**src/hw/rtl/palette_remap_nearest_scaler_assert.svh**
```systemverilog
// Assertion macros for the palette remap scaler.
// Expects clk and rst_n in the scope of each use.
`ifndef PALETTE_REMAP_NEAREST_SCALER_ASSERT_SVH
`define PALETTE_REMAP_NEAREST_SCALER_ASSERT_SVH

// same-cycle implication
`define PRNS_ASSERT_NOW(lbl, ante, cons) \
    lbl: assert property (@(posedge clk) disable iff (!rst_n) (ante) |-> (cons)) \
        else $error("prns assertion failed");

// next-cycle implication
`define PRNS_ASSERT_NEXT(lbl, ante, cons) \
    lbl: assert property (@(posedge clk) disable iff (!rst_n) (ante) |=> (cons)) \
        else $error("prns assertion failed");

`endif

```
**src/hw/rtl/prns_pkg.sv**
```systemverilog
// Shared types, constants and helpers of the palette remap scaler.
// No dependencies.
package prns_pkg;

    localparam int SKIN_BYTES  = 262144;
    localparam int SKIN_AW     = 18;
    localparam int TRANS_BYTES = 16384;
    localparam int TRANS_AW    = 14;
    localparam int TA_W        = 15;
    localparam int PAL_DEPTH   = 256;
    localparam int OUT_MAX_W   = 512;
    localparam int OUT_MAX_H   = 256;
    localparam int OW_W        = 10;
    localparam int OH_W        = 9;
    localparam int STEP_W      = 26;
    localparam int STEP_CNT_W  = 5;
    localparam int FRAC_W      = 27;
    localparam int SX_W        = 11;
    localparam int PROD_W      = 18;
    localparam int DIV_N       = 18;
    localparam int SY_W        = 10;
    localparam int SA_W        = 21;
    localparam int Q_DEPTH     = 4;
    localparam int Q_AW        = 2;
    localparam int APB_AW      = 5;

    localparam logic [1:0] MODE_PAL   = 2'd0;
    localparam logic [1:0] MODE_TRANS = 2'd1;
    localparam logic [1:0] MODE_SKIN  = 2'd2;
    localparam logic [1:0] MODE_FETCH = 2'd3;

    localparam logic [2:0] REG_MAX_SIZE = 3'd0;
    localparam logic [2:0] REG_MIP      = 3'd1;
    localparam logic [2:0] REG_SRC_W    = 3'd2;
    localparam logic [2:0] REG_SRC_H    = 3'd3;
    localparam logic [2:0] REG_TOP      = 3'd4;
    localparam logic [2:0] REG_BOTTOM   = 3'd5;
    localparam logic [2:0] REG_CLASS    = 3'd6;

    localparam logic [7:0] MASK_KEEP = 8'd255;
    localparam logic [3:0] COLOR_MAX = 4'd10;

    typedef struct packed {
        logic [OW_W-1:0]   ow;
        logic [OH_W-1:0]   oh;
        logic [STEP_W-1:0] step;
        logic [9:0]        src_width;
        logic [9:0]        src_height;
        logic [3:0]        top_color;
        logic [3:0]        bottom_color;
        logic [2:0]        player_class;
        logic              bad;
    } cfg_t;

    typedef struct packed {
        logic [1:0]  mode;
        logic [17:0] address;
        logic [31:0] data;
        logic [8:0]  column;
        logic [7:0]  row;
        logic        bad;
        logic        zero;
    } item_t;

    typedef struct packed {
        logic [1:0]      mode;
        logic [17:0]     address;
        logic [31:0]     data;
        logic [SX_W-1:0] sx;
        logic            bad;
        logic            zero;
    } bk_t;

    function automatic logic [TA_W-1:0] class_offset(input logic [2:0] cls);
        logic [TA_W-1:0] off;
        case (cls)
            3'd2:    off = TA_W'(0);
            3'd3:    off = TA_W'(1 * 14 * 256);
            default: off = TA_W'(2 * 14 * 256);
        endcase
        return off;
    endfunction

endpackage

```
**src/hw/rtl/prns_in_if.sv**
```systemverilog
// Input item channel of the palette remap scaler.
// No dependencies.
interface prns_in_if;
    logic        valid;
    logic        ready;
    logic [1:0]  mode;
    logic [17:0] address;
    logic [31:0] data;
    logic [8:0]  column;
    logic [7:0]  row;

    modport source (output valid, mode, address, data, column, row, input ready);
    modport sink (input valid, mode, address, data, column, row, output ready);
endinterface

```
**src/hw/rtl/prns_front.sv**
```systemverilog
// Front end: accepts items, clamps fetch coordinates and flags size errors.
// Depends on prns_pkg and prns_in_if.
module prns_front (
    input  prns_pkg::cfg_t   cfg,
    input  logic             busy,
    input  logic             q_full,
    prns_in_if.sink          item_in,
    output logic             push,
    output prns_pkg::item_t  entry
);

    assign item_in.ready = !busy && !q_full;
    assign push          = item_in.valid && item_in.ready;

    always_comb
    begin
        entry.mode    = item_in.mode;
        entry.address = item_in.address;
        entry.data    = item_in.data;
        entry.column  = ({1'b0, item_in.column} >= cfg.ow)
                      ? 9'(cfg.ow - 1'b1) : item_in.column;
        entry.row     = ({1'b0, item_in.row} >= cfg.oh)
                      ? 8'(cfg.oh - 1'b1) : item_in.row;
        entry.bad     = cfg.bad;
        entry.zero    = (cfg.ow == '0) || (cfg.oh == '0);
    end

endmodule

```
**src/flat_wrapper.sv**
```systemverilog
// flat-port wrapper written by rule: the top's interface ports become plain ports
module prns_front_flat 
  (cfg, busy, q_full, push, entry, item_in_valid, item_in_mode, item_in_address, item_in_data, item_in_column, item_in_row, item_in_ready);
  prns_in_if item_in_i ();
  input  prns_pkg::cfg_t cfg;
  input  logic busy;
  input  logic q_full;
  output logic push;
  output prns_pkg::item_t entry;
  input wire logic [$bits(item_in_i.valid)-1:0] item_in_valid;
  input wire logic [$bits(item_in_i.mode)-1:0] item_in_mode;
  input wire logic [$bits(item_in_i.address)-1:0] item_in_address;
  input wire logic [$bits(item_in_i.data)-1:0] item_in_data;
  input wire logic [$bits(item_in_i.column)-1:0] item_in_column;
  input wire logic [$bits(item_in_i.row)-1:0] item_in_row;
  output wire logic [$bits(item_in_i.ready)-1:0] item_in_ready;
  assign item_in_i.valid = item_in_valid;
  assign item_in_i.mode = item_in_mode;
  assign item_in_i.address = item_in_address;
  assign item_in_i.data = item_in_data;
  assign item_in_i.column = item_in_column;
  assign item_in_i.row = item_in_row;
  assign item_in_ready = item_in_i.ready;
  prns_front u_core (.cfg(cfg), .busy(busy), .q_full(q_full), .item_in(item_in_i), .push(push), .entry(entry));
endmodule
```
**config.mk**
```make
export PLATFORM = sky130hd
export DESIGN_NAME = prns_front_flat
export DESIGN_NICKNAME = d
export VERILOG_FILES = /design/src/hw/rtl/palette_remap_nearest_scaler_assert.svh /design/src/hw/rtl/prns_pkg.sv /design/src/hw/rtl/prns_in_if.sv /design/src/hw/rtl/prns_front.sv /design/src/flat_wrapper.sv
export SDC_FILE = /design/constraint.sdc
export NUM_CORES = 1
export LEC_CHECK = 0
export ABC_AREA = 1
export BUFFER_PORTS_ARGS = -buffer_cell sky130_fd_sc_hd__buf_2
export CORE_AREA = 4 4 84 86
export DETAILED_ROUTE_END_ITERATION = 6
export DIE_AREA = 0 0 88 90
export GPL_ROUTABILITY_DRIVEN = 1
export PLACE_DENSITY_LB_ADDON = 0.3
export SYNTH_ARGS = -nofsm -noshare
export SYNTH_HDL_FRONTEND = slang
export SYNTH_SLANG_ARGS = --single-unit
```
**constraint.sdc**
```tcl
create_clock -name vclk -period 2.75
set_input_delay 0.4125 -clock vclk [all_inputs]
set_output_delay 0.4125 -clock vclk [all_outputs]
set_load 0.1 [all_outputs]
```
# After elaboration in Yosys (flattened, before gate mapping)
# Cells that the tools add are included.
[totals]
regBits = 0
out_inout_bits = 73
elab_cells = 13
[op_classes]
n_lt_le_gt_ge = 2
n_addsub = 2
reduce_logical = 7
mux = 2
[ops]
columns = ["operator", "n"]
rows = [
  ["$ge A9 B10 Y1", 1],
  ["$logic_not A10 Y1", 1],
  ["$ge A8 B9 Y1", 1],
  ["$logic_not A9 Y1", 1],
  ["$mux W9", 1],
  ["$sub A9 B1 Y9 const B", 1],
  ["$mux W8", 1],
  ["$sub A8 B1 Y8 const B", 1],
  ["$logic_and A1 B1 Y1", 2],
  ["$logic_not A1 Y1", 2],
  ["$logic_or A1 B1 Y1", 1],
]

# Logic depth before layout (Yosys ltp)
[depth]
depth_word = 3
mapped_depth = 10
depth_no_buf = 10

# Worst setup path before layout
# No wires, ideal clock.
[synth_timing]
path_type = "input-to-output"
from = "input q_full"
to = "output push"
stages = 1
arrival_time_ns = 2.625
required_time_ns = 2.338
path_slack_ns = -0.287
n_path_buf = 0
cell_sequence = "nor3b_1"
[synth_between]
elab_chain_len = 3
[synth_lines]
columns = ["item", "line", "rtl"]
rows = [
  ["from (decl)", "flat_wrapper.sv:7", "input logic q_full;"],
  ["$logic_not A1 Y1", "prns_front.sv:12", "assign item_in.ready = !busy && !q_full;"],
  ["$logic_and A1 B1 Y1", "prns_front.sv:12", ""],
  ["$logic_and A1 B1 Y1", "prns_front.sv:13", "assign push = item_in.valid && item_in.ready;"],
  ["to (decl)", "flat_wrapper.sv:8", "output logic push;"],
]
# Every way passes these cells.

==> qor.yml <==
route:
  dr.pass1.iters: 4
  drt_iter0_markers: 30
  wl_per_cell_um: 11.7
  drc_errors: 0
  vias: 1373
  ant_nets: 0
  vias_per_cell: 4.24
  routed_wirelength_um: 3800
sta:
  rsz0062_at_grt: "false"
  period_share: 0.877
  maxSlewViolCount: 0
  finalSetupTns_ns: 0
  max_freq_ghz: 0.415
  max_slew_margin: 0.669
  post-route-min-period_ns: 2.41
  hold_viol_final: 0
  setup_viol: 0
  tightestPinTransition_ns: 0.499
global_route:
  grt_usage: 0.0896
  grt_first_pass_wirelength_um: 6030
  grt_max_degree: 11
  grt-ovfl-total: 0
  grt_pass1_vias: 1325
  antenna_found_initial: 0
floorplan:
  initial_core_util: 0.247
  fp.dieW_um: 88
  die_h_um: 90
  pin_count: 222
  fp-row-count: 29
  dieArea_um2: 7920
  core_um2: 6280
min_path:
  hold_path_class: "input pin to output pin"
  whs_path_depth: 0
power:
  seq_power_share: 0
  pwr-share-clk: 0
  p_leak_nw: 0.961
  p_int_mw: 0.119
  sw_frac_of_total: 0.755
  ir_worst_vdd_mv: 0.176
  comb_power_share: 1.000
  switchingPower_mw: 0.367
  p_per_area_nw_per_um2: 305
placement:
  dpl.hpwl_um: 3400
  io_buffer_count: 59
  dp_cells: 324
  globalplace.congestion: 0.826
  detailed_place.area_um2: 1600
setup_path:
  cp_common_cell: "nand2_1"
  slowest_delay_ns: 0.42
  crit_type: "input pin to output pin"
  setup.worst_path.start_class: "input pin"
  critPathTopFamily: "simple AND/OR/NAND/NOR gates"
  cp_max_fo: 10
  cp_num_buf_inv: 3
  crit_required_ns: 2.34
  critPathCaptureType: "output pin"
  slowest_stage: "buf_2"
  crit_chain: "buf_2, inv_1, ha_1, nand2_1, nor2_2, nand3_4, nand3_4, nand2_1, nand2_1, buf_2"
  arrival_ns: 2.00
  cp.depth: 10
finish:
  drive_gt1_frac: 0.348
  regArea_um2: 0
  final_nets: 419
  design.seq.count: 0
  fillers: 739
  final_cell_mix: "nand2_1 (62), buf_2 (56), inv_1 (29), ha_1 (21), nand3_1 (14)"
  layoutNonFillerInstCount: 324
  n_clock_buffer: 0
  fin_area_um2: 1600
  n_antenna_cell: 0
  final_common_cell: "nand2_1"
  area_growth_pct: 2.82
yosys:
  synth_top_cell_by_area: "buf_4"
  syn-mean-instance-area_um2: 6.44
  synth_top_area_frac: 0.256
  syn_area_um2: 1550
  synth_area_leaders: "buf_4 (26%), ha_1 (17%), nand2_1 (15%)"
  yosysWarnings: 0
  netlist_instances: 241
  seq_area_frac_synth: 0
  synth_nets: 411
  synth.distinct_cells: 23
flow_run:
  maxCapViolations: 0
clock_tree:
  postCtsSetupRepairBufs: 0
  cts_resized: 0
  hold_buffers: 0
run_status:
  status: "completed"
==> layout make-up <==
cell class                      count  area, um^2  area share
Tap cell                           77        96.3      0.0604
Timing Repair Buffer               59         340       0.213
Multi-Input combinational cell    154        1030       0.646
Inverter                           34         128      0.0800
==> cells by family after synthesis <==
group | after synthesis | share of synthesized area
AOI/OAI and AO/OA | 8 | 0.0427
buffers and inverters | 87 | 0.339
xor gates and xnor gates | 9 | 0.0508
adders and majority gates | 21 | 0.169
and+or+nand+nor | 116 | 0.398
==> routing by layer <==
layer | part of all wire | vias to the layer above | GRT usage
met5 | 0 | - | 0
met4 | 0.0016 | 0 | 0.00639
met3 | 0.14 | 4 | 0.0302
met2 | 0.45 | 62 | 0.153
met1 | 0.41 | 582 | 0.112
li1 | - | 725 | -
==> metrics by stage <==
step / hold WS (ns) / power, mW / worst slack (ns) / utilization
after floorplan: 1.01 / 0.737 / 0.130 / -
after global placement: 0.826 / 0.487 / 0.326 / 0.254
after detailed placement: 0.826 / 0.488 / 0.326 / 0.254
after CTS: 0.826 / 0.490 / 0.315 / 0.254
after global routing: 0.825 / 0.520 / 0.146 / 0.254
final: 0.825 / 0.486 / 0.338 / 0.254
==> final timing paths <==
| path | start | to |
|---|---|---|
| max | cfg[71] | entry[12] |
| min | item_in_data[7] | entry[26] |
==> power groups by stage <==
stage	Clock, mW	Combinational [mW]	Sequential (mW)
6_report	0	0.486	0
5_1_grt	0	0.520	0
4_1_cts	0	0.490	0
3_5_place_dp	0	0.488	0
3_3_place_gp	0	0.487	0
2_1_floorplan	0	0.737	0
==> cells in the mapped netlist, types with 2 or more instances <==
cell     number
a21oi_1       3
a21oi_4       2
buf_4        53
ha_1         21
inv_1        29
inv_2         5
nand2_1      62
nand2_2       3
nand2_4       4
nand3_1      14
nand3_2       2
nand3_4       2
nand4_1      12
nor2_1        7
nor2_2        5
nor2_8        2
xor2_1        9
Power figures use the tool's default switching activity.
