===== config.mk =====
export PLATFORM = sky130hd
export DESIGN_NAME = prns_cfg
export DESIGN_NICKNAME = d
export VERILOG_FILES = /design/src/hw/rtl/palette_remap_nearest_scaler_assert.svh /design/src/hw/rtl/prns_pkg.sv /design/src/hw/rtl/prns_cfg.sv
export SDC_FILE = /design/constraint.sdc
export NUM_CORES = 1
export LEC_CHECK = 0
export ABC_CLOCK_PERIOD_IN_PS = 3650
export CAP_MARGIN = 15
export CELL_PAD_IN_SITES_DETAIL_PLACEMENT = 0
export CELL_PAD_IN_SITES_GLOBAL_PLACEMENT = 1
export CORE_UTILIZATION = 42
export CTS_CLUSTER_SIZE = 12
export DETAILED_ROUTE_END_ITERATION = 6
export DONT_BUFFER_PORTS = 1
export HOLD_SLACK_MARGIN = 0.1
export PLACE_DENSITY_LB_ADDON = 0.1
export REMOVE_ABC_BUFFERS = 1
export SYNTH_ARGS = -nofsm -noshare
export SYNTH_HDL_FRONTEND = slang
export SYNTH_SLANG_ARGS = --single-unit

===== constraint.sdc =====
create_clock -name clk -period 3.65 [get_ports clk]
set_clock_uncertainty 0.15 [all_clocks]
set_input_delay 0.365 -clock clk [delete_from_list [all_inputs] [get_ports clk]]
set_output_delay 0.365 -clock clk [all_outputs]
set_load 0.05 [all_outputs]

===== src/hw/rtl/palette_remap_nearest_scaler_assert.svh =====
// Assertion macros for the palette remap scaler.
// Expects clk and rst_n in the scope of each use.
`ifndef PALETTE_REMAP_NEAREST_SCALER_ASSERT_SVH
`define PALETTE_REMAP_NEAREST_SCALER_ASSERT_SVH

// same-cycle implication
`define PRNS_ASSERT_NOW(lbl, ante, cons) \
    lbl: assert property (@(posedge clk) disable iff (!rst_n) (ante) |-> (cons)) \
        else $error("prns assertion failed");

// next-cycle implication
`define PRNS_ASSERT_NEXT(lbl, ante, cons) \
    lbl: assert property (@(posedge clk) disable iff (!rst_n) (ante) |=> (cons)) \
        else $error("prns assertion failed");

`endif


===== src/hw/rtl/prns_pkg.sv =====
// Shared types, constants and helpers of the palette remap scaler.
// No dependencies.
package prns_pkg;

    localparam int SKIN_BYTES  = 262144;
    localparam int SKIN_AW     = 18;
    localparam int TRANS_BYTES = 16384;
    localparam int TRANS_AW    = 14;
    localparam int TA_W        = 15;
    localparam int PAL_DEPTH   = 256;
    localparam int OUT_MAX_W   = 512;
    localparam int OUT_MAX_H   = 256;
    localparam int OW_W        = 10;
    localparam int OH_W        = 9;
    localparam int STEP_W      = 26;
    localparam int STEP_CNT_W  = 5;
    localparam int FRAC_W      = 27;
    localparam int SX_W        = 11;
    localparam int PROD_W      = 18;
    localparam int DIV_N       = 18;
    localparam int SY_W        = 10;
    localparam int SA_W        = 21;
    localparam int Q_DEPTH     = 4;
    localparam int Q_AW        = 2;
    localparam int APB_AW      = 5;

    localparam logic [1:0] MODE_PAL   = 2'd0;
    localparam logic [1:0] MODE_TRANS = 2'd1;
    localparam logic [1:0] MODE_SKIN  = 2'd2;
    localparam logic [1:0] MODE_FETCH = 2'd3;

    localparam logic [2:0] REG_MAX_SIZE = 3'd0;
    localparam logic [2:0] REG_MIP      = 3'd1;
    localparam logic [2:0] REG_SRC_W    = 3'd2;
    localparam logic [2:0] REG_SRC_H    = 3'd3;
    localparam logic [2:0] REG_TOP      = 3'd4;
    localparam logic [2:0] REG_BOTTOM   = 3'd5;
    localparam logic [2:0] REG_CLASS    = 3'd6;

    localparam logic [7:0] MASK_KEEP = 8'd255;
    localparam logic [3:0] COLOR_MAX = 4'd10;

    typedef struct packed {
        logic [OW_W-1:0]   ow;
        logic [OH_W-1:0]   oh;
        logic [STEP_W-1:0] step;
        logic [9:0]        src_width;
        logic [9:0]        src_height;
        logic [3:0]        top_color;
        logic [3:0]        bottom_color;
        logic [2:0]        player_class;
        logic              bad;
    } cfg_t;

    typedef struct packed {
        logic [1:0]  mode;
        logic [17:0] address;
        logic [31:0] data;
        logic [8:0]  column;
        logic [7:0]  row;
        logic        bad;
        logic        zero;
    } item_t;

    typedef struct packed {
        logic [1:0]      mode;
        logic [17:0]     address;
        logic [31:0]     data;
        logic [SX_W-1:0] sx;
        logic            bad;
        logic            zero;
    } bk_t;

    function automatic logic [TA_W-1:0] class_offset(input logic [2:0] cls);
        logic [TA_W-1:0] off;
        case (cls)
            3'd2:    off = TA_W'(0);
            3'd3:    off = TA_W'(1 * 14 * 256);
            default: off = TA_W'(2 * 14 * 256);
        endcase
        return off;
    endfunction

endpackage


===== src/hw/rtl/prns_cfg.sv =====
// APB register file and output-size / horizontal step derivation.
// Depends on prns_pkg; step comes from a restoring division.
module prns_cfg (
    input  logic                      clk,
    input  logic                      rst_n,
    input  logic                      psel,
    input  logic                      penable,
    input  logic                      pwrite,
    input  logic [prns_pkg::APB_AW-1:0] paddr,
    input  logic [31:0]               pwdata,
    output logic [31:0]               prdata,
    output logic                      pready,
    output prns_pkg::cfg_t            cfg,
    output logic                      busy
);

    logic [12:0] max_size_reg;
    logic [3:0]  mip_reg;
    logic [9:0]  sw_reg;
    logic [9:0]  sh_reg;
    logic [3:0]  top_reg;
    logic [3:0]  bot_reg;
    logic [2:0]  cls_reg;
    logic        start_reg;
    logic        busy_reg;
    logic [prns_pkg::STEP_W-1:0]     dvd_reg;
    logic [prns_pkg::OW_W-1:0]       rem_reg;
    logic [prns_pkg::STEP_W-1:0]     quo_reg;
    logic [prns_pkg::STEP_CNT_W-1:0] cnt_reg;

    logic [2:0]                   idx;
    logic                         wr;
    logic [prns_pkg::OW_W-1:0]    base_w;
    logic [prns_pkg::OH_W-1:0]    base_h;
    logic [prns_pkg::OW_W-1:0]    ow;
    logic [prns_pkg::OH_W-1:0]    oh;
    logic [3:0]                   lowprod;
    logic [prns_pkg::OW_W:0]      rem_sh;
    logic                         ge;

    assign idx    = paddr[4:2];
    assign wr     = psel && penable && pwrite;
    assign pready = 1'b1;

    always_ff @(posedge clk or negedge rst_n)
    begin
        if (!rst_n)
        begin
            max_size_reg <= '0;
            mip_reg      <= '0;
            sw_reg       <= 10'd1;
            sh_reg       <= 10'd1;
            top_reg      <= '0;
            bot_reg      <= '0;
            cls_reg      <= 3'd1;
            start_reg    <= 1'b1;
        end
        else
        begin
            start_reg <= wr;
            if (wr)
            begin
                case (idx)
                    prns_pkg::REG_MAX_SIZE: max_size_reg <= pwdata[12:0];
                    prns_pkg::REG_MIP:      mip_reg      <= pwdata[3:0];
                    prns_pkg::REG_SRC_W:    sw_reg       <= pwdata[9:0];
                    prns_pkg::REG_SRC_H:    sh_reg       <= pwdata[9:0];
                    prns_pkg::REG_TOP:      top_reg      <= pwdata[3:0];
                    prns_pkg::REG_BOTTOM:   bot_reg      <= pwdata[3:0];
                    prns_pkg::REG_CLASS:    cls_reg      <= pwdata[2:0];
                    default: ;
                endcase
            end
        end
    end

    always_comb
    begin
        case (idx)
            prns_pkg::REG_MAX_SIZE: prdata = 32'(max_size_reg);
            prns_pkg::REG_MIP:      prdata = 32'(mip_reg);
            prns_pkg::REG_SRC_W:    prdata = 32'(sw_reg);
            prns_pkg::REG_SRC_H:    prdata = 32'(sh_reg);
            prns_pkg::REG_TOP:      prdata = 32'(top_reg);
            prns_pkg::REG_BOTTOM:   prdata = 32'(bot_reg);
            prns_pkg::REG_CLASS:    prdata = 32'(cls_reg);
            default:                prdata = '0;
        endcase
    end

    always_comb
    begin
        if (max_size_reg == '0)
        begin
            base_w = prns_pkg::OW_W'(prns_pkg::OUT_MAX_W);
            base_h = prns_pkg::OH_W'(prns_pkg::OUT_MAX_H);
        end
        else
        begin
            base_w = (max_size_reg < 13'(prns_pkg::OUT_MAX_W))
                   ? max_size_reg[prns_pkg::OW_W-1:0] : prns_pkg::OW_W'(prns_pkg::OUT_MAX_W);
            base_h = (max_size_reg < 13'(prns_pkg::OUT_MAX_H))
                   ? max_size_reg[prns_pkg::OH_W-1:0] : prns_pkg::OH_W'(prns_pkg::OUT_MAX_H);
        end
        ow      = base_w >> mip_reg;
        oh      = base_h >> mip_reg;
        lowprod = sw_reg[1:0] * sh_reg[1:0];
    end

    // restoring division (src_width << 16) / ow, one quotient bit per cycle
    assign rem_sh = {rem_reg, dvd_reg[prns_pkg::STEP_W-1]};
    assign ge     = rem_sh >= {1'b0, ow};

    always_ff @(posedge clk or negedge rst_n)
    begin
        if (!rst_n)
        begin
            busy_reg <= 1'b0;
            cnt_reg  <= '0;
        end
        else if (start_reg)
        begin
            busy_reg <= 1'b1;
            cnt_reg  <= '0;
        end
        else if (busy_reg)
        begin
            cnt_reg <= cnt_reg + 1'b1;
            if (cnt_reg == prns_pkg::STEP_CNT_W'(prns_pkg::STEP_W - 1))
            begin
                busy_reg <= 1'b0;
            end
        end
    end

    always_ff @(posedge clk)
    begin
        if (start_reg)
        begin
            dvd_reg <= {sw_reg, 16'd0};
            rem_reg <= '0;
            quo_reg <= '0;
        end
        else if (busy_reg)
        begin
            rem_reg <= ge ? prns_pkg::OW_W'(rem_sh - {1'b0, ow}) : rem_sh[prns_pkg::OW_W-1:0];
            quo_reg <= {quo_reg[prns_pkg::STEP_W-2:0], ge};
            dvd_reg <= {dvd_reg[prns_pkg::STEP_W-2:0], 1'b0};
        end
    end

    assign busy = busy_reg || start_reg;

    always_comb
    begin
        cfg.ow           = ow;
        cfg.oh           = oh;
        cfg.step         = quo_reg;
        cfg.src_width    = sw_reg;
        cfg.src_height   = sh_reg;
        cfg.top_color    = top_reg;
        cfg.bottom_color = bot_reg;
        cfg.player_class = cls_reg;
        cfg.bad          = (lowprod[1:0] != 2'd0) || (ow == '0) || (oh == '0);
    end

endmodule


# [Word level (Yosys, flattened, before mapping)]
# Cells that the tools add are included.
[totals] ff_bits=101 wordCells=59
[classes] order_cmp=3 reduce_logical=18 add_sub_neg=2 multipliers=1 n_eq_ne=7 n_mux=13 shifts=2
[ops] cell="$pmux W13 S7" count=1
[ops] cell="$mux W26" count=2
[ops] cell="$mux W10" count=3
[ops] cell="$mux W9" count=2
[ops] cell="$reduce_and A2 Y1" count=7
[ops] cell="$logic_not A13 Y1" count=1
[ops] cell="$lt A13 B10 Y1 const B" count=1
[ops] cell="$lt A13 B9 Y1 const B" count=1
[ops] cell="$ge A11 B10 Y1" count=1
[ops] cell="$logic_not A10 Y1" count=1
[ops] cell="$mux W5" count=2
[ops] cell="$shr A10 B4 Y10" count=1
[ops] cell="$sub A10 B10 Y10" count=1
[ops] cell="$eq A3 B3 Y1 const B" count=3
[ops] cell="$logic_not A9 Y1" count=1
[ops] cell="$shr A9 B4 Y9" count=1
[ops] cell="$eq A3 B2 Y1 const B" count=2
[ops] cell="$add A5 B1 Y5 const B" count=1
[ops] cell="$eq A5 B5 Y1 const B" count=1
[ops] cell="$reduce_bool A2 Y1" count=2
[ops] cell="$eq A3 B1 Y1 const B" count=1
[ops] cell="$logic_not A3 Y1" count=1
[ops] cell="$logic_or A1 B1 Y1" count=3
[ops] cell="$mux W1" count=3
[ops] cell="2 further kinds" count=3

# [Depth between registers and ports, before layout]
[depth] depth_word=7 mapped_depth=16 mapped_depth_nobuf=14

# [Worst setup path after synthesis]
# Ideal clock, no wire load.
[synth_path] path_kind="register to register" from="register max_size_reg[7]" to="register rem_reg[7] (netlist bit)" period_less_slack_ns=4.443 slack_ns=-0.793 arrival_time_ns=4.176 stages_incl_launch_ff=13 t_required_ns=3.383 setup_ns=0.117 path_cell_list="dfrtp_1 clkbuf_1 mux2i_1 mux2_2 mux2_2 o32ai_1 ha_1 nor2b_1 o2111ai_1 a211oi_1 nor3_2 mux2_2 a22o_1"
[synth_rtl] item="start: declaration" line="prns_cfg.sv:17" source="logic [12:0] max_size_reg;"
[synth_rtl] item="start signal: assignment" line="prns_cfg.sv:64" source="prns_pkg::REG_MAX_SIZE: max_size_reg <= pwdata[12:0];"
[synth_rtl] item="end signal: assignment" line="prns_cfg.sv:146" source="rem_reg <= ge ? prns_pkg::OW_W'(rem_sh - {1'b0, ow}) : rem_sh[prns_pkg::OW_W-1:0];"
[synth_rtl] item="end: declaration" line="prns_cfg.sv:27" source="logic [prns_pkg::OW_W-1:0] rem_reg;"

# [Worst setup path in the final report]
[layout_path] from="register max_size_reg[10]" to="register rem_reg[7] (netlist bit)"
[layout_between] elab_chain_cells=6 word_cells_on_any_way=8 classes_between="add/sub: 1; order compare: 2; shift: 1; mux: 3; reduce/logical: 1"
[layout_rtl] item="$lt A13 B10 Y1" line="prns_cfg.sv:100" source="base_w = (max_size_reg < 13'(prns_pkg::OUT_MAX_W))"
[layout_rtl] item="$mux W10" line="prns_cfg.sv:101" source="? max_size_reg[prns_pkg::OW_W-1:0] : prns_pkg::OW_W'(prns_pkg::OUT_MAX_W);"
[layout_rtl] item="$mux W10 (*)" line="prns_cfg.sv:93" source="if (max_size_reg == '0)"
[layout_rtl] item="$shr A10 B4 Y10 (*)" line="prns_cfg.sv:105" source="ow = base_w >> mip_reg;"
[layout_rtl] item="$sub A10 B10 Y10 / $ge A11 B10 Y1 (equally long branches)" line="prns_cfg.sv:146, prns_cfg.sv:112"
[layout_rtl] item="$mux W10 (*)" line="prns_cfg.sv:146"
# Mark *: on every way between the ends. The rest lies on a longest branch, timed or not.
# A chain may end at the register's enable or synchronous reset.

==> flow_summary.toml <==
[run_status]
status = "completed"

[power_and_ir_drop]
peakVddDrop_mv = 0.379
p_leak_nw = 3.37
powerDensity_nw_per_um2 = 908
power_mw = 6.67

[clocking]
worstSkewPairLatency_ps = 340
clockBufferDepth = 2
cts_tree = "done"
cts_root_buffer = "clkbuf_16"
cts_made_buffers = 9
cts_sinks = 101
htree_levels = 3
path_clk_slew_ps = 70

[routing]
met3_length_um = 786
wl_met2_mm = 7.23
route.detailed.drc = 0
drt_iter0_drc = 311
postRouteAntennaNets = 0
wl_per_cell_um = 18.1
dr.pass1.iters = 5
top_layer_used = "met4"
routed_wl_mm = 15.5
drt-met1-wl_mm = 7.40
route.vias.total = 4651
post_drt_via_cell_ratio = 5.43

[critical_path]
cp-end-kind = "flop"
arrival_ps = 3680
startpoint_type = "flop"
critPathKind = "reg2reg"
crit_fanout = 4
required_ps = 3730

[final_layout]
largest_register_ffs = 26
fin_area_um2 = 7340
n_antenna_cell = 0
fin_nets = 731
area_growth_pct = 26.3
drive_above_1_share_pct = 33.9

[logic_synthesis]
syn_area_per_cell_um2 = 9.76
ys_seq_elements = 101
ys_async_sr_fraction_pct = 54.5
ys_top_cells_by_area = "dfrtp_1 22%, dfxtp_1 12%, mux2_2 12%"
yosysUniqueCellTypes = 71
synth_top_area_share_pct = 21.9
syn_inst = 596
synth_seq_area_share_pct = 41.3
synth_edf_count = 10
yosys_warnings = 0
synth.largest_area_cell = "dfrtp_1"
synth_flop_cell = "dfrtp_1"
syn_area_um2 = 5820

[timing]
holdWs_ps = 135
post-route-period-util_pct = 98.5
period_minus_slack_ps = 3590
tns_ps = 0
maxSlewHeadroom_pct = 27.3
setup_slack_ps = 55.7
finalHoldViolCount = 0
rsz0062_at_grt = "true"
drv_slew = 0
max_freq_mhz = 278
worst_pin_slew_ps = 1090
setup_viol = 0

[floorplan]
start_util_pct = 43.4
fp.coreArea_um2 = 13400
rows = 42
die_h_um = 120
fp.dieArea_um2 = 14300
ioPinCount = 153
floorplan.die.width_um = 120

[placement]
port_buffers = 0
post_dp_cell_area_um2 = 6420
gp_congestion = 0.852
post-place-ws_ps = -149
post-dp-hpwl_mm = 10.8

[grt]
track_usage_pct = 21.7
overflow = 0
grt_max_degree = 56
antenna_found_initial = 0
grt_pass1_wl_mm = 24.6
grt_pass1_vias = 4527

[run]
max-cap-violations = 0

[hold_path]
hold_path.class = "in2reg"
[cell usage in the layout, fill, tap and decap left out, types with 7 or more instances in the layout]
master,n
dfrtp_1,50
edfxtp_1,10
mux2_2,58
nor2b_1,7
conb_1,20
dfxtp_1,36
a21oi_1,26
dlygate4sd3_1,14
clkbuf_16,11
inv_1,14
o21ai_0,11
nor2_1,81
nor3_1,10
mux2i_1,49
nand2_1,34
buf_4,86
[power by group]
part | switching (mW) | leakage, nW | total, mW | internal [mW]
clock network | 0.419 | 0.145 | 0.923 | 0.504
logic | 1.69 | 2.13 | 3.25 | 1.56
registers | 0.986 | 1.10 | 2.50 | 1.51
total | 3.09 | 3.37 | 6.67 | 3.58
[metrics by stage]
step	cells	utilization [%]
6_report	857	54.8
2_1_floorplan	556	-
3_3_place_gp	812	47.9
5_1_grt	857	54.8
3_5_place_dp	812	47.9
4_1_cts	845	52.1
[cells by family after synthesis]
family                     count (synthesis)  share of synthesized area [%]
and+or+nand+nor                          180                           14.7
muxes                                    113                           21.1
AOI/OAI and AO/OA                        105                           12.2
DFF                                      101                           41.3
buffers and inverters                     73                           6.32
adders and majority gates                 13                           2.93
xor gates and xnor gates                   9                           1.36
other                                      2                          0.129
[critical path: stages, from the launching register on]
cell     delay [ps]
dfrtp_1         400
nor4_2          280
buf_4           180
nand2_4          70
xnor2_4         170
buf_6           120
nor3_4          210
a22oi_2         130
or2_4           270
ha_4            310
nand4_1         170
o31ai_4         330
nor3_4           90
buf_6           140
mux2_4          290
a22o_1          170
[synthesized netlist by cell type, drive strengths merged, types with 10 or more instances]
cell and instances:
nor2 81, mux2 62, dfrtp 51, mux2i 50
dfxtp 36, nand2 36, buf 33, a21oi 31
clkbuf 25, o21ai 17, inv 15, nor3 13
ha 12, a211oi 10, edfxtp 10
[final cells by class]
class / instances / area, µm²
well taps: 176 / 220
inverters: 15 / 56.3
clock inverters: 5 / 31.3
flip-flops and latches: 101 / 2400
multi-input cells: 440 / 3460
fillers: 1231 / 6060
clock buffers: 11 / 254
repair buffers: 109 / 921
[what timing repair did]
item / 4_1_cts / 5_1_grt
resized for setup: 16 / 47
buffers inserted: 2 / 12
endpoints found under the setup margin: 10 / 10
hold endpoints to repair: 103 / 0
hold buffers: 15 / 0
gates cloned: 0 / 1
pin swaps: 5 / 30
[path summary, 6_finish.rpt]
path | start | to | slack, ps | depth (start not counted)
setup / recovery | max_size_reg[10]$_DFFE_PN0P_ | rem_reg[7]$_SDFFE_PP0P_ | 60 | 15
hold / removal | penable | start_reg$_DFF_PN1_ | 140 | 2
setup reg to reg | max_size_reg[10]$_DFFE_PN0P_ | rem_reg[7]$_SDFFE_PP0P_ | 60 | 15
hold reg to reg | rem_reg[9]$_SDFFE_PP0P_ | rem_reg[9]$_SDFFE_PP0P_ | 350 | 1
max in group asynchronous | rst_n | start_reg$_DFF_PN1_ | 2670 | 2
min in group asynchronous | rst_n | bot_reg[1]$_DFFE_PN0P_ | 380 | 2
[routing by layer]
layer / vias up / track usage (%)
li1: 2239 / -
met1: 2276 / 31.1
met2: 125 / 33.3
met3: 11 / 4.33
met4: 0 / 5.63
met5: - / 0
Note: power is estimated with default switching activity, not from simulation.
