--- config.mk ---
export PLATFORM = sky130hd
export DESIGN_NAME = prns_queue
export DESIGN_NICKNAME = d
export VERILOG_FILES = /design/src/hw/rtl/prns_pkg.sv /design/src/hw/rtl/prns_queue.sv
export VERILOG_INCLUDE_DIRS = /design/src /design/src/hw/rtl
export SDC_FILE = /design/constraint.sdc
export NUM_CORES = 1
export LEC_CHECK = 0
export BUFFER_PORTS_ARGS = -buffer_cell sky130_fd_sc_hd__buf_2
export CORE_MARGIN = 2
export CORE_UTILIZATION = 51
export DETAILED_ROUTE_END_ITERATION = 7
export GPL_ROUTABILITY_DRIVEN = 0
export PLACE_DENSITY = 0.75
export SETUP_SLACK_MARGIN = 0.05
export SLEW_MARGIN = 20
export SYNTH_ARGS = -nofsm -noshare
export SYNTH_HDL_FRONTEND = slang
export SYNTH_SLANG_ARGS = --single-unit
--- constraint.sdc ---
create_clock -name clk -period 2.5 [get_ports clk]
set_input_delay 0.125 -clock clk [delete_from_list [all_inputs] [get_ports clk]]
set_output_delay 0.125 -clock clk [all_outputs]
set_load 0.03 [all_outputs]
--- src/hw/rtl/palette_remap_nearest_scaler_assert.svh ---
// Assertion macros for the palette remap scaler.
// Expects clk and rst_n in the scope of each use.
`ifndef PALETTE_REMAP_NEAREST_SCALER_ASSERT_SVH
`define PALETTE_REMAP_NEAREST_SCALER_ASSERT_SVH

// same-cycle implication
`define PRNS_ASSERT_NOW(lbl, ante, cons) \
    lbl: assert property (@(posedge clk) disable iff (!rst_n) (ante) |-> (cons)) \
        else $error("prns assertion failed");

// next-cycle implication
`define PRNS_ASSERT_NEXT(lbl, ante, cons) \
    lbl: assert property (@(posedge clk) disable iff (!rst_n) (ante) |=> (cons)) \
        else $error("prns assertion failed");

`endif

--- src/hw/rtl/prns_pkg.sv ---
// Shared types, constants and helpers of the palette remap scaler.
// No dependencies.
package prns_pkg;

    localparam int SKIN_BYTES  = 262144;
    localparam int SKIN_AW     = 18;
    localparam int TRANS_BYTES = 16384;
    localparam int TRANS_AW    = 14;
    localparam int TA_W        = 15;
    localparam int PAL_DEPTH   = 256;
    localparam int OUT_MAX_W   = 512;
    localparam int OUT_MAX_H   = 256;
    localparam int OW_W        = 10;
    localparam int OH_W        = 9;
    localparam int STEP_W      = 26;
    localparam int STEP_CNT_W  = 5;
    localparam int FRAC_W      = 27;
    localparam int SX_W        = 11;
    localparam int PROD_W      = 18;
    localparam int DIV_N       = 18;
    localparam int SY_W        = 10;
    localparam int SA_W        = 21;
    localparam int Q_DEPTH     = 4;
    localparam int Q_AW        = 2;
    localparam int APB_AW      = 5;

    localparam logic [1:0] MODE_PAL   = 2'd0;
    localparam logic [1:0] MODE_TRANS = 2'd1;
    localparam logic [1:0] MODE_SKIN  = 2'd2;
    localparam logic [1:0] MODE_FETCH = 2'd3;

    localparam logic [2:0] REG_MAX_SIZE = 3'd0;
    localparam logic [2:0] REG_MIP      = 3'd1;
    localparam logic [2:0] REG_SRC_W    = 3'd2;
    localparam logic [2:0] REG_SRC_H    = 3'd3;
    localparam logic [2:0] REG_TOP      = 3'd4;
    localparam logic [2:0] REG_BOTTOM   = 3'd5;
    localparam logic [2:0] REG_CLASS    = 3'd6;

    localparam logic [7:0] MASK_KEEP = 8'd255;
    localparam logic [3:0] COLOR_MAX = 4'd10;

    typedef struct packed {
        logic [OW_W-1:0]   ow;
        logic [OH_W-1:0]   oh;
        logic [STEP_W-1:0] step;
        logic [9:0]        src_width;
        logic [9:0]        src_height;
        logic [3:0]        top_color;
        logic [3:0]        bottom_color;
        logic [2:0]        player_class;
        logic              bad;
    } cfg_t;

    typedef struct packed {
        logic [1:0]  mode;
        logic [17:0] address;
        logic [31:0] data;
        logic [8:0]  column;
        logic [7:0]  row;
        logic        bad;
        logic        zero;
    } item_t;

    typedef struct packed {
        logic [1:0]      mode;
        logic [17:0]     address;
        logic [31:0]     data;
        logic [SX_W-1:0] sx;
        logic            bad;
        logic            zero;
    } bk_t;

    function automatic logic [TA_W-1:0] class_offset(input logic [2:0] cls);
        logic [TA_W-1:0] off;
        case (cls)
            3'd2:    off = TA_W'(0);
            3'd3:    off = TA_W'(1 * 14 * 256);
            default: off = TA_W'(2 * 14 * 256);
        endcase
        return off;
    endfunction

endpackage

--- src/hw/rtl/prns_queue.sv ---
// Four-entry item queue between front end and back end.
// Depends on prns_pkg and the assertion header.
`include "palette_remap_nearest_scaler_assert.svh"
module prns_queue (
    input  logic             clk,
    input  logic             rst_n,
    input  logic             push,
    input  prns_pkg::item_t  wdata,
    output logic             full,
    input  logic             pop,
    output prns_pkg::item_t  rdata,
    output logic             empty
);

    prns_pkg::item_t           q_reg [prns_pkg::Q_DEPTH];
    logic [prns_pkg::Q_AW-1:0] wr_ptr_reg;
    logic [prns_pkg::Q_AW-1:0] rd_ptr_reg;
    logic [prns_pkg::Q_AW:0]   count_reg;

    assign full  = count_reg == (prns_pkg::Q_AW + 1)'(prns_pkg::Q_DEPTH);
    assign empty = count_reg == '0;
    assign rdata = q_reg[rd_ptr_reg];

    always_ff @(posedge clk or negedge rst_n)
    begin
        if (!rst_n)
        begin
            wr_ptr_reg <= '0;
            rd_ptr_reg <= '0;
            count_reg  <= '0;
        end
        else
        begin
            if (push)
            begin
                wr_ptr_reg <= wr_ptr_reg + 1'b1;
            end
            if (pop)
            begin
                rd_ptr_reg <= rd_ptr_reg + 1'b1;
            end
            if (push && !pop)
            begin
                count_reg <= count_reg + 1'b1;
            end
            else if (pop && !push)
            begin
                count_reg <= count_reg - 1'b1;
            end
        end
    end

    always_ff @(posedge clk)
    begin
        if (push)
        begin
            q_reg[wr_ptr_reg] <= wdata;
        end
    end

    `PRNS_ASSERT_NOW(a_no_push_full, full, !push)
    `PRNS_ASSERT_NOW(a_no_pop_empty, empty, !pop)
    `PRNS_ASSERT_NEXT(a_count_up, push && !pop, count_reg == $past(count_reg) + 1'b1)

endmodule

=== After elaboration in Yosys (flattened, before gate mapping) ===
Memories as Yosys holds them, arrays and structs flattened.
Cells that the tools add are included.

* Bits in registers: 7
* Memory bits (writable): 284
* Bits of input ports: 75
* Memories: 1

{| class="wikitable"
|+ Memories
! memory !! depth !! bits a word !! read ports !! clocked after Yosys merged registers in !! write ports !! RTL line !! source
|-
| q_reg || 4 || 71 || 1 || 0 || 1 || prns_queue.sv:15 || <nowiki>prns_pkg::item_t q_reg [prns_pkg::Q_DEPTH];</nowiki>
|}

* $add $sub $neg: 4
* Eq/ne operators: 1
* Multiplexer cells: 4
* Reductions and logical operators: 6

{| class="wikitable"
|+ Operators with widths
! kind !! count
|-
| 2-to-1 mux 3 bit || 2
|-
| adder 2 x 1 -> 2 bit (second input constant) || 2
|-
| adder 3 x 1 -> 3 bit (second input constant) || 1
|-
| equality test 3 bit (second input constant) || 1
|-
| logical NOT 3 bit || 1
|-
| subtractor 3 x 1 -> 3 bit (second input constant) || 1
|-
| logical AND 1 bit || 2
|-
| logical NOT 1 bit || 2
|-
| 2-to-1 mux 1 bit || 2
|-
| nonzero test 2 bit || 1
|}

=== Logic depth before layout (Yosys ltp) ===
Gate-level depths: netlist of the first run.

* Depth after elaboration: 4
* Depth in mapped cells: 7
* Depth with buffers taken out: 7

=== Worst setup path after synthesis of the first run ===
OpenSTA, ideal clock, no wires.

* Path type: reg-to-reg
* Start: reg wr_ptr_reg[0] in the netlist's numbering
* End: mem q_reg[2][0] in the netlist's numbering, enable pin
* Library setup time: 437 ps
* Arrival: 2277 ps
* Required time: 2063 ps
* Setup slack: -214 ps
* Cell stages (with the launch flop): 4
* Clock period less this slack: 2714 ps
* Path through: dfrtp_1 inv_1 ha_1 and2_1

{| class="wikitable"
|+ RTL lines
! what !! RTL line !! source
|-
| start, declared || prns_queue.sv:16 || <nowiki>logic [prns_pkg::Q_AW-1:0] wr_ptr_reg;</nowiki>
|-
| start signal, assigned || prns_queue.sv:36 || <nowiki>wr_ptr_reg <= wr_ptr_reg + 1'b1;</nowiki>
|-
| end, declared || prns_queue.sv:15 ||
|}

Straight into the memory's write port.

==> results.md, run 1 <==
- Result of the run: complete, no violations
- Fraction of final layout cells sized beyond drive strength 1: between 40% and 50%
- Starting utilization of the core area: between 50 and 60%
- Minimum clock period: between 2 and 2.5 ns
- Summed instance area of the synthesized netlist: roughly 11,000 µm²
- Required time of the worst setup path: between 2 and 2.5 ns
- Kind of critical path: reg -> out
- Global Route Usage Sum: 17.41%
- Number of maximum-capacitance violations: 0
- Sequential cell fraction of total power: a little over two fifths
- Total number of H-tree levels: 1
- Reg-to-reg setup timing slack: roughly 0.81 ns
- Total buffers and inverters traversed by the critical path: 2
- Top Family by Delay on Critical Path: multiplexers
- Relative slew slack: 69.88%
- FF-to-FF End: q_reg[2][68]
- Final hold vios: 0
- Crit path max-delay cell type: sky130_fd_sc_hd__mux4_1
- IO Port Bufs: between 100 and 150
- Arrival time at the worst endpoint: 2.12 ns
- Register clock-pin slew on the reported worst setup and hold paths: about 0.060 ns
- Post-DRT Antenna Nets: 0
- Detail-routed via count per cell: 5.240
- Detailed Route WL: 18,880 µm
- Net switching power: between 5 and 6 mW
- Setup repair after global routing missed its margin: no
- Count of routing violations after the opening detailed-route iteration: 303
- Area growth, synth to finish: 25.73%
- Main combinational cell family by area after synthesis: multiplexers
- Hold slack final: 0.3475 ns
- Capturing element type of the critical path: primary output
- Leading cell types in the layout, fill and taps excluded: sky130_fd_sc_hd__edfxtp_1, sky130_fd_sc_hd__buf_2, sky130_fd_sc_hd__dlygate4sd3_1
- Total number of clock tree sinks: just under 300
- PwrDens: roughly 1200 nW/µm²
- 1st-pass router iterations: 5
- Clock tree from TritonCTS: yes
- Final cycle utilization of the critical path: between 80% and 90%
- List of cells traversed by the critical path: buf_12 -> mux4_1 -> buf_2
- Clock Path Buffers: 3
- Synth Warn #: 0
- End point of the most critical hold path: q_reg[3][39]
- Cell at the root of the clock tree: sky130_fd_sc_hd__clkbuf_16
- Worst hold path startpoint: wdata[39]
- Worst R2R Path Depth: 4
- Post-CTS resize count: 0
- Clock network fraction of total power: 23.6%
- Number of filler cells placed in the layout: 1,383
- Avg Synthesized Cell Area: 26.45 µm²
- Switching part of the total power: 33.34%
- Xor/xnor cell area share of the yosys netlist: less than 1%
- Routed wire per std cell: a little under 20 µm
- Placed cell areas: approximately 12,000 µm²
- Most frequent standard cell in the layout excluding fill and tap cells: sky130_fd_sc_hd__edfxtp_1
- Startpoint of the most critical register-to-register path: wr_ptr_reg[0]
- Insertion delay of the later-clocked pin in the worst-skew pair: between 0.5 and 0.6 ns
- Static leakage: between 4 and 5 nW
- First-pass GRT wire length: just under 30,000 µm
- Area of the die: 22,180 µm²
- Routed vias: 5,046
- Number of unique standard cell types used by synthesis: 19
- DRC Markers: 0
- Actual slew at the worst max-slew pin: around 0.45 ns
- Post-synthesis instance total: between 400 and 500
- Worst-case clock skew: 0.008472 ns
- Worst hold path cell count: 2
- TNS Setup: 0 ns
- Total CTS buffers: 29
- Internal power consumption: ~11 mW
- Detailed placement HPWL: 11,190 µm
- Horizontal die dimension: 148.9 µm
- Share of the synthesized area in compound gates (AO/OA/AOI/OAI): 0.04672%
- Number of antenna violations at the first check in global routing: 1
- Design area: ~13,000 µm²
- Post-synthesis sequential area ratio: roughly four fifths
- Part of the total power dissipated in combinational logic: approximately a third
- Stage delay of the slowest cell on the critical path: ~0.58 ns
- Multiplexer share of the synthesized area: about 15%
- Highest attainable clock frequency: 0.4447 GHz
- Type of element launching the critical path: register
- Final setup violation count: 0
- Basic-gate share of the synthesized area counting and, or, nand and nor cells: less than 1%
- Number of rows in the core area: 53
- Fin nets: between 700 and 800
- Worst-path maximum fanout: 25
- Placeable core region: around 21,000 µm²
- Worst VDD drop: between 0.7 and 0.8 mV
- Largest net degree at the start of global routing: 37
- Flip-flop count of the largest register after layout: between 200 and 300
- Y dimension of the die: roughly 150 µm
- Count of final max-slew check failures: 0
- Overflow left after global routing: 0
- Flops & latches, synth: roughly 290
- Area share of fa/ha/maj cells after synthesis: 0.7708%
- Min-Delay Path Class: in -> reg
- Syn_nets: slightly below 500
- Vias in the first global route: 5,437
- Count of pins on the block boundary: around 150
[logic make-up (layout without fill, tap and decap cells)]
kind of cell,count (synthesis),count (layout)
flip-flops,291,291
adder cells (fa/ha/maj),6,6
multiplexers,72,72
XOR/XNOR,6,6
other,0,1
AO/OA/AOI/OAI,1,1
AND/OR/NAND/NOR,9,9
buffers and inverters,20,302
[Yosys cell counts]
cell,n,area (µm²)
sky130_fd_sc_hd__and2_1,4,25.02
sky130_fd_sc_hd__buf_12,7,140.1
sky130_fd_sc_hd__buf_2,8,40.04
sky130_fd_sc_hd__buf_6,1,11.26
sky130_fd_sc_hd__dfrtp_1,7,175.2
sky130_fd_sc_hd__edfxtp_1,284,8528
sky130_fd_sc_hd__fa_1,1,20.02
sky130_fd_sc_hd__ha_1,5,62.56
sky130_fd_sc_hd__inv_1,4,15.01
sky130_fd_sc_hd__mux2_2,1,11.26
sky130_fd_sc_hd__mux4_1,1,26.28
sky130_fd_sc_hd__mux4_2,70,1577
sky130_fd_sc_hd__nand2_1,2,7.510
sky130_fd_sc_hd__nor2_1,1,3.750
sky130_fd_sc_hd__nor3_1,1,5.000
sky130_fd_sc_hd__nor3b_1,1,7.510
sky130_fd_sc_hd__o21ai_0,1,5.000
sky130_fd_sc_hd__xnor2_1,2,17.52
sky130_fd_sc_hd__xor2_1,4,35.03
[stage by stage]
stage / cells / setup slack (ns) / utilization, % / power (mW)
after floorplan: 405 / 0.5601 / - / 10.86
after global placement: 824 / 0.6631 / 56.69 / 12.15
after detailed placement: 824 / 0.6564 / 56.69 / 12.27
after CTS: 952 / 0.08730 / 64.31 / 16.17
after global routing: 962 / 0.1586 / 64.67 / 16.80
final: 963 / 0.2511 / 64.69 / 16.06
[worst reg2reg max path: cells and delay by family, from the launching register on]
kind                     cells  cell delay (ns)
buffers and inverters        2             0.44
adder cells (fa/ha/maj)      1             0.15
AND/OR/NAND/NOR              1             0.35
flip-flops                   1             0.43
[layer usage]
metal | wire length, µm | GRT usage (%)
met2 | 9681 | 29.79
met3 | 1172 | 3.914
met5 | 0 | 0
met4 | 260 | 4.048
met1 | 7767 | 23.18
[repair_timing]
action,4_1_cts,5_1_grt
setup buffers,0,10
endpoints found under the setup margin,0,12
hold buffers,75,0
endpoints found under the hold margin,295,0
[worst max-delay path by stage]
stage                       start          end  cells past startpoint
global placement    rd_ptr_reg[0]    rdata[66]                      3
detailed placement  rd_ptr_reg[0]    rdata[66]                      3
global route        rd_ptr_reg[0]    rdata[41]                      3
finish              rd_ptr_reg[0]    rdata[66]                      3
floorplan           wr_ptr_reg[0]  q_reg[2][0]                      3
CTS                 rd_ptr_reg[0]    rdata[66]                      3
[power by group through the flow]
stage	clock, mW	combinational (mW)	sequential [mW]
after floorplan	0	4.22	6.64
after global routing	4.08	5.90	6.82
after CTS	3.88	5.51	6.78
after detailed placement	0	5.39	6.88
final	3.79	5.53	6.74
after global placement	0	5.34	6.81
[layout make-up]
type | count | area [µm²] | share of cell area, %
Multi-Input combinational cell | 94 | 1813 | 13.46
Inverter | 4 | 15.01 | 0.1115
Timing Repair Buffer | 245 | 1747 | 12.97
Sequential cell | 291 | 8711 | 64.67
Antenna cell | 1 | 2.502 | 0.01858
Clock inverter | 18 | 88.84 | 0.6595
Clock buffer | 35 | 748.2 | 5.555
Tap cell | 275 | 344.1 | 2.555
Power figures use the tool's default switching activity.
==> inputs of run 2 (changes only) <==
--- a/config.mk
+++ b/config.mk
@@ -8,10 +8,10 @@
 export LEC_CHECK = 0
 export BUFFER_PORTS_ARGS = -buffer_cell sky130_fd_sc_hd__buf_2
 export CORE_MARGIN = 2
-export CORE_UTILIZATION = 51
+export CORE_UTILIZATION = 60
 export DETAILED_ROUTE_END_ITERATION = 7
 export GPL_ROUTABILITY_DRIVEN = 0
-export PLACE_DENSITY = 0.75
+export PLACE_DENSITY = 0.83
 export SETUP_SLACK_MARGIN = 0.05
 export SLEW_MARGIN = 20
 export SYNTH_ARGS = -nofsm -noshare
==> constraint.sdc (replaced) <==
create_clock -name clk -period 2.6 [get_ports clk]
set_input_delay 0.13 -clock clk [delete_from_list [all_inputs] [get_ports clk]]
set_output_delay 0.13 -clock clk [all_outputs]
set_load 0.03 [all_outputs]
==> run 2 against run 1 <==
Effect of this change: die area shrank 15%; final area about the same; critical path depth unchanged; final cell count decreased by 6.4%; count of clock-buffer cells in the layout fell by 1; via count grew 2.6%; sequential share of layout area rose by 0.060 points; critical endpoint is now rdata[55]; highest routed layer unchanged.
==> results.md, run 2 (synthesized netlist as in run 1, its figures left out) <==
- Setup repair after global routing missed its margin: no (unchanged)
- TNS Setup: 0 ns (unchanged)
- Minimum clock period: around 2.4 ns
- Placeable core region: 17,360 µm² (was 20,820 µm²)
- Static leakage: 4.719 nW (was 4.706 nW)
- PwrDens: 1191 nW/µm² (was 1192 nW/µm²)
- Highest attainable clock frequency: between 0.4 and 0.5 GHz
- Flip-flop count of the largest register after layout: 284 (unchanged)
- Total number of H-tree levels: 1 (unchanged)
- Arrival time at the worst endpoint: 2.25 ns (was 2.12 ns)
- DRC Markers: 0 (unchanged)
- Capturing element type of the critical path: primary output (unchanged)
- Area growth, synth to finish: 25.61% (was 25.73%)
- Y dimension of the die: 137.6 µm (was 148.9 µm)
- Type of element launching the critical path: register (unchanged)
- Routed vias: 5,179 (was 5,046)
- Area of the die: 18,940 µm² (was 22,180 µm²)
- Stage delay of the slowest cell on the critical path: 0.78 ns (was 0.58 ns)
- Leading cell types in the layout, fill and taps excluded: sky130_fd_sc_hd__edfxtp_1, sky130_fd_sc_hd__buf_2, sky130_fd_sc_hd__dlygate4sd3_1 (unchanged)
- Number of maximum-capacitance violations: 0 (unchanged)
- Count of final max-slew check failures: 0 (unchanged)
- Detailed placement HPWL: 11,490 µm (was 11,190 µm)
- List of cells traversed by the critical path: buf_12 -> mux4_2 -> buf_2 (was buf_12 -> mux4_1 -> buf_2)
- Inst Count DP: 772 (was 824)
- Horizontal die dimension: 137.6 µm (was 148.9 µm)
- Final setup violation count: 0 (unchanged)
- Kind of critical path: reg -> out (unchanged)
- Actual slew at the worst max-slew pin: 0.5750 ns (was 0.4518 ns)
- Worst-case clock skew: 0.007225 ns (was 0.008472 ns)
- Insertion delay of the later-clocked pin in the worst-skew pair: 0.53 ns (about the same)
- Relative slew slack: 61.66% (was 69.88%)
- Fin nets: 734 (was 746)
- Post-CTS setup-driven buffer insertion count: 0 (unchanged)
- IO Port Bufs: 147 (unchanged)
- Overflow left after global routing: 0 (unchanged)
- Required time of the worst setup path: 2.47 ns (was 2.38 ns)
- Final Non-Filler Cells: 901 (was 963)
- Largest net degree at the start of global routing: 41 (was 37)
- Number of rows in the core area: 48 (was 53)
- Worst-path maximum fanout: 37 (was 25)
- Clock tree from TritonCTS: yes (unchanged)
- Most frequent standard cell in the layout excluding fill and tap cells: sky130_fd_sc_hd__edfxtp_1 (unchanged)
- Post-DRT Antenna Nets: 0 (unchanged)
- Detail-routed via count per cell: 5.748 (was 5.240)
- Starting utilization of the core area: 61.72% (was 51.45%)
- Worst R2R Path Depth: 4 (unchanged)
- Clock Path Buffers: 3 (unchanged)
- Count of pins on the block boundary: 148 (unchanged)
- Result of the run: complete, no violations (unchanged)
- Routed wire per std cell: 23.31 µm (was 19.61 µm)
- Total CTS buffers: 29 (unchanged)
- Cell at the root of the clock tree: sky130_fd_sc_hd__clkbuf_16 (unchanged)
- First-pass GRT wire length: 31,460 µm (was 29,400 µm)
- Final cycle utilization of the critical path: roughly nine tenths
- Final hold vios: 0 (unchanged)
- Total number of clock tree sinks: 291 (unchanged)
- 1st-pass router iterations: 7 (was 5)
- Worst hold path cell count: 2 (unchanged)
- Number of filler cells placed in the layout: 890 (was 1,383)
- CTS Hold Buffers Added: 75 (unchanged)
- Detailed Route WL: 21,000 µm (was 18,880 µm)
- Register clock-pin slew on the reported worst setup and hold paths: 0.06 ns (about the same)
- Vias in the first global route: 5,528 (was 5,437)
- Fraction of final layout cells sized beyond drive strength 1: 41.27% (was 41.63%)
- Crit path max-delay cell type: sky130_fd_sc_hd__dfrtp_4 (was sky130_fd_sc_hd__mux4_1)
- Min-Delay Path Class: in -> reg (unchanged)
- Global Route Usage Sum: 22.76% (was 17.41%)
- Worst VDD drop: 0.9940 mV (was 0.7673 mV)
- Post-CTS resize count: 0 (unchanged)
- Number of antenna violations at the first check in global routing: 0 (was 1)
- Number of diodes added for antenna fixing: 0 (was 1)
- Count of routing violations after the opening detailed-route iteration: 405 (was 303)
## run 2: cell types whose count changed in the layout (fill, tap and decap cells not counted)
cell / previous run / this run
sky130_fd_sc_hd__clkinv_4: 0 / 1
sky130_fd_sc_hd__clkinvlp_4: 2 / 1
sky130_fd_sc_hd__bufinv_16: 0 / 5
sky130_fd_sc_hd__inv_8: 0 / 1
sky130_fd_sc_hd__clkinv_2: 7 / 6
sky130_fd_sc_hd__clkbuf_1: 6 / 5
sky130_fd_sc_hd__clkinv_1: 8 / 5
sky130_fd_sc_hd__diode_2: 1 / 0
sky130_fd_sc_hd__buf_4: 16 / 4
## run 2: cell type report
cell class	count	area, µm²	area share [%]
inverters	4	15.01	0.1116
repair buffers	233	1657	12.31
multi-input cells	94	1813	13.47
flip-flops and latches	291	8711	64.73
clock buffers	34	744.5	5.532
clock inverters	20	235.2	1.748
well taps	225	281.5	2.092
## run 2: routing by layer
layer,part of all wire (%),track usage [%],vias up,routed length (µm)
li1,-,-,2233,-
met1,39,31.14,2692,8264
met2,52,38.47,211,10990
met3,5.8,3.642,43,1225
met4,2.5,7.045,0,524
met5,0,0,-,0
## run 2: metrics by stage
step / cell area (µm²) / util [%] / worst slack, ns / total power, mW / hold WS [ns]
6_report: 13460 / 77.53 / 0.2207 / 16.03 / 0.3502
5_1_grt: 13460 / 77.53 / 0.1660 / 16.63 / 0.3571
4_1_cts: 13460 / 77.53 / 0.2167 / 16.13 / 0.3330
3_5_place_dp: 11730 / 67.56 / 0.7708 / 11.79 / -0.02151
3_3_place_gp: 11730 / 67.56 / 0.7821 / 11.65 / -0.02772
2_1_floorplan: 10720 / - / 0.6601 / 10.44 / -0.1656
## run 2: worst paths after layout
check / from / endpoint / slack (ns)
worst min-delay path: wdata[63] / q_reg[2][63] / 0.35
max in group asynchronous: rst_n / rd_ptr_reg[1] / 1.76
worst max-delay path: rd_ptr_reg[1] / rdata[55] / 0.22
min in group asynchronous: rst_n / count_reg[1] / 0.56
worst min register to register: count_reg[2] / count_reg[2] / 0.51
worst max register to register: wr_ptr_reg[0] / q_reg[0][64] / 0.75
## run 2: critical path, delay by kind of cell, from the launching register on
family / cells / cell delay [ns]
multiplexers: 1 / 0.38
buffers and inverters: 2 / 0.51
flip-flops: 1 / 0.78
## run 2: power breakdown
| group | switching, mW | leakage, nW | internal (mW) | total [mW] |
|---|---|---|---|---|
| clock | 1.67 | 0.480 | 2.55 | 4.22 |
| sequential | 0.393 | 2.69 | 6.14 | 6.54 |
| combinational | 3.26 | 1.55 | 2.01 | 5.27 |
==> inputs of run 3 (changes only) <==
--- a/config.mk
+++ b/config.mk
@@ -8,10 +8,10 @@
 export LEC_CHECK = 0
 export BUFFER_PORTS_ARGS = -buffer_cell sky130_fd_sc_hd__buf_2
 export CORE_MARGIN = 2
-export CORE_UTILIZATION = 60
+export CORE_UTILIZATION = 51
 export DETAILED_ROUTE_END_ITERATION = 7
 export GPL_ROUTABILITY_DRIVEN = 0
-export PLACE_DENSITY = 0.83
+export PLACE_DENSITY = 0.75
 export SETUP_SLACK_MARGIN = 0.05
 export SLEW_MARGIN = 20
 export SYNTH_ARGS = -nofsm -noshare
==> constraint.sdc (replaced) <==
create_clock -name clk -period 2.01 [get_ports clk]
set_input_delay 0.1005 -clock clk [delete_from_list [all_inputs] [get_ports clk]]
set_output_delay 0.1005 -clock clk [all_outputs]
set_load 0.03 [all_outputs]
==> run 3 against run 2 <==
Effect of this change: the flow now finishes with violations (negative setup slack); sequential cell count did not move; sequential share of layout area fell by 4.1 points; utilization fell by 8.5 points; wire length rose by 1.1%; clock skew rose by 0.010 ns; via count rose by 1.0%; die area rose by 17%; critical path depth rose by 1; critical path type unchanged; critical endpoint is now rdata[9]; largest power group is now combinational logic.
==> results.md, run 3 (synthesized netlist as in run 1, its figures left out) <==
- Fraction of final layout cells sized beyond drive strength 1: 42.39% (was 41.27%)
- Crit path max-delay cell type: sky130_fd_sc_hd__mux4_2 (was sky130_fd_sc_hd__dfrtp_4)
- Most frequent standard cell in the layout excluding fill and tap cells: sky130_fd_sc_hd__edfxtp_1 (unchanged)
- IO Port Bufs: 147 (unchanged)
- Horizontal die dimension: 148.9 µm (was 137.6 µm)
- First-pass GRT wire length: 32,040 µm (was 31,460 µm)
- TNS Setup: -4.835 ns (was 0 ns)
- Clock tree from TritonCTS: yes (unchanged)
- Final Non-Filler Cells: 972 (was 901)
- Area growth, synth to finish: 34.19% (was 25.61%)
- Design area: 14,380 µm² (was 13,460 µm²)
- List of cells traversed by the critical path: buf_12 -> buf_16 -> mux4_2 -> buf_6 (was buf_12 -> mux4_2 -> buf_2)
- Total number of H-tree levels: 1 (unchanged)
- Clock Path Buffers: 3 (unchanged)
- Total buffers and inverters traversed by the critical path: 3 (was 2)
- Placed cell areas: 11,860 µm² (was 11,730 µm²)
- 1st-pass router iterations: 4 (was 7)
- Starting utilization of the core area: 51.45% (was 61.72%)
- Setup repair after global routing missed its margin: yes (was no)
- Violations in the final reports: negative setup slack
- Pre-CTS setup slack: 0.3752 ns (was 0.7708 ns)
- Post-Route Utilization: 69.04% (was 77.53%)
- Actual slew at the worst max-slew pin: 0.4150 ns (was 0.5750 ns)
- Routed wire per std cell: 21.85 µm (was 23.31 µm)
- Highest attainable clock frequency: roughly 0.47 GHz
- Vias in the first global route: 5,719 (was 5,528)
- Leading cell types in the layout, fill and taps excluded: sky130_fd_sc_hd__edfxtp_1, sky130_fd_sc_hd__buf_2, sky130_fd_sc_hd__dlygate4sd3_1 (unchanged)
- Required time of the worst setup path: 1.91 ns (was 2.47 ns)
- Final hold vios: 0 (unchanged)
- Placeable core region: 20,820 µm² (was 17,360 µm²)
- Top Family by Delay on Critical Path: multiplexers (was flip-flops)
- PwrDens: 1587 nW/µm² (was 1191 nW/µm²)
- DRC Markers: 0 (unchanged)
- Detail-routed via count per cell: 5.382 (was 5.748)
- Area of the die: 22,180 µm² (was 18,940 µm²)
- Count of routing violations after the opening detailed-route iteration: 367 (was 405)
- Y dimension of the die: 148.9 µm (was 137.6 µm)
- Worst VDD drop: 1.219 mV (was 0.9940 mV)
- Count of final max-slew check failures: 0 (unchanged)
- Insertion delay of the later-clocked pin in the worst-skew pair: 0.53 ns (about the same)
- Register clock-pin slew on the reported worst setup and hold paths: 0.06 ns (about the same)
- Arrival time at the worst endpoint: 2.02 ns (was 2.25 ns)
- Detailed Route WL: 21,240 µm (was 21,000 µm)
- Fin nets: 753 (was 734)
- Number of maximum-capacitance violations: 0 (unchanged)
- Register area: 8711 µm² (unchanged)
- Relative slew slack: 72.24% (was 61.66%)
- Global Route Usage Sum: 19.16% (was 22.76%)
- Worst-case clock skew: 0.01725 ns (was 0.007225 ns)
- Total number of clock tree sinks: 291 (unchanged)
- Largest net degree at the start of global routing: 46 (was 41)
- Kind of critical path: reg -> out (unchanged)
- Slack of the critical path: -0.1109 ns (was 0.2207 ns)
- Final setup violation count: 71 (was 0)
- Multi-input combinational cell area: 1809 µm² (was 1813 µm²)
- Minimum clock period: between 2 and 2.5 ns
- Routed vias: 5,231 (was 5,179)
- Post-DRT Antenna Nets: 0 (unchanged)
- Total CTS buffers: 30 (was 29)
- Flip-flop count of the largest register after layout: 284 (unchanged)
- Min-Delay Path Class: in -> reg (unchanged)
- Number of filler cells placed in the layout: 1,256 (was 890)
- Number of rows in the core area: 53 (was 48)
- Cell at the root of the clock tree: sky130_fd_sc_hd__clkbuf_16 (unchanged)
- Result of the run: finished, violations left (was complete, no violations)
- Type of element launching the critical path: register (unchanged)
- Final cycle utilization of the critical path: 105.5%
- Number of antenna violations at the first check in global routing: 1 (was 0)
- Capturing element type of the critical path: primary output (unchanged)
- Stage delay of the slowest cell on the critical path: 0.55 ns (was 0.78 ns)
- Overflow left after global routing: 0 (unchanged)
- Inst Count DP: 823 (was 772)
- Detailed placement HPWL: 11,290 µm (was 11,490 µm)
- Static leakage: 5.052 nW (was 4.719 nW)
- Count of pins on the block boundary: 148 (unchanged)
- Worst-path maximum fanout: 5 (was 37)
-- run 3: stage by stage --
| stage | total power, mW | hold WS [ns] |
|---|---|---|
| floorplan | 13.51 | -0.1951 |
| global route | 23.74 | 0.3075 |
| global placement | 15.18 | -0.05679 |
| finish | 22.82 | 0.3186 |
| CTS | 22.51 | 0.2934 |
| detailed placement | 15.37 | -0.04339 |
-- run 3: path summary, 6_finish.rpt --
path                            slack (ns)           from  depth (start not counted)       endpoint
worst max register to register        0.53  wr_ptr_reg[1]                          4   q_reg[0][20]
worst max-delay path                 -0.11  rd_ptr_reg[0]                          4       rdata[9]
min in group asynchronous             0.58          rst_n                          3  rd_ptr_reg[1]
max in group asynchronous             1.09          rst_n                          3  rd_ptr_reg[0]
worst min register to register        0.50   count_reg[2]                          1   count_reg[2]
worst min-delay path                  0.32      wdata[40]                          2   q_reg[3][40]
-- run 3: where the power goes --
part / total (mW) / switching [mW] / internal, mW / leakage (nW)
combinational: 9.41 / 4.85 / 4.56 / 1.91
clock: 5.13 / 2.11 / 3.02 / 0.458
sequential: 8.28 / 0.329 / 7.95 / 2.69
total: 22.8 / 7.29 / 15.5 / 5.05
-- run 3: layout make-up --
cell class | instances | area share (%)
diodes | 1 | 0.01741
well taps | 275 | 2.394
clock inverters | 13 | 0.6093
multi-input cells | 94 | 12.59
clock buffers | 43 | 5.849
flip-flops and latches | 291 | 60.60
repair buffers | 251 | 17.84
inverters | 4 | 0.1044
-- run 3: per-layer routing --
layer  vias up  part of all wire [%]  track usage [%]
li1       2283                     -                -
met1      2736                    42            25.64
met2       184                    51            33.04
met3        28                   5.4            4.067
met4         0                   1.4            3.952
met5         -                     0                0
-- run 3: repair_timing --
action	4_1_cts	5_1_grt
resized for setup	122	41
cloned	9	2
endpoints found under the setup margin	71	71
setup buffers	6	1
hold endpoints to repair	295	0
hold buffers	75	0
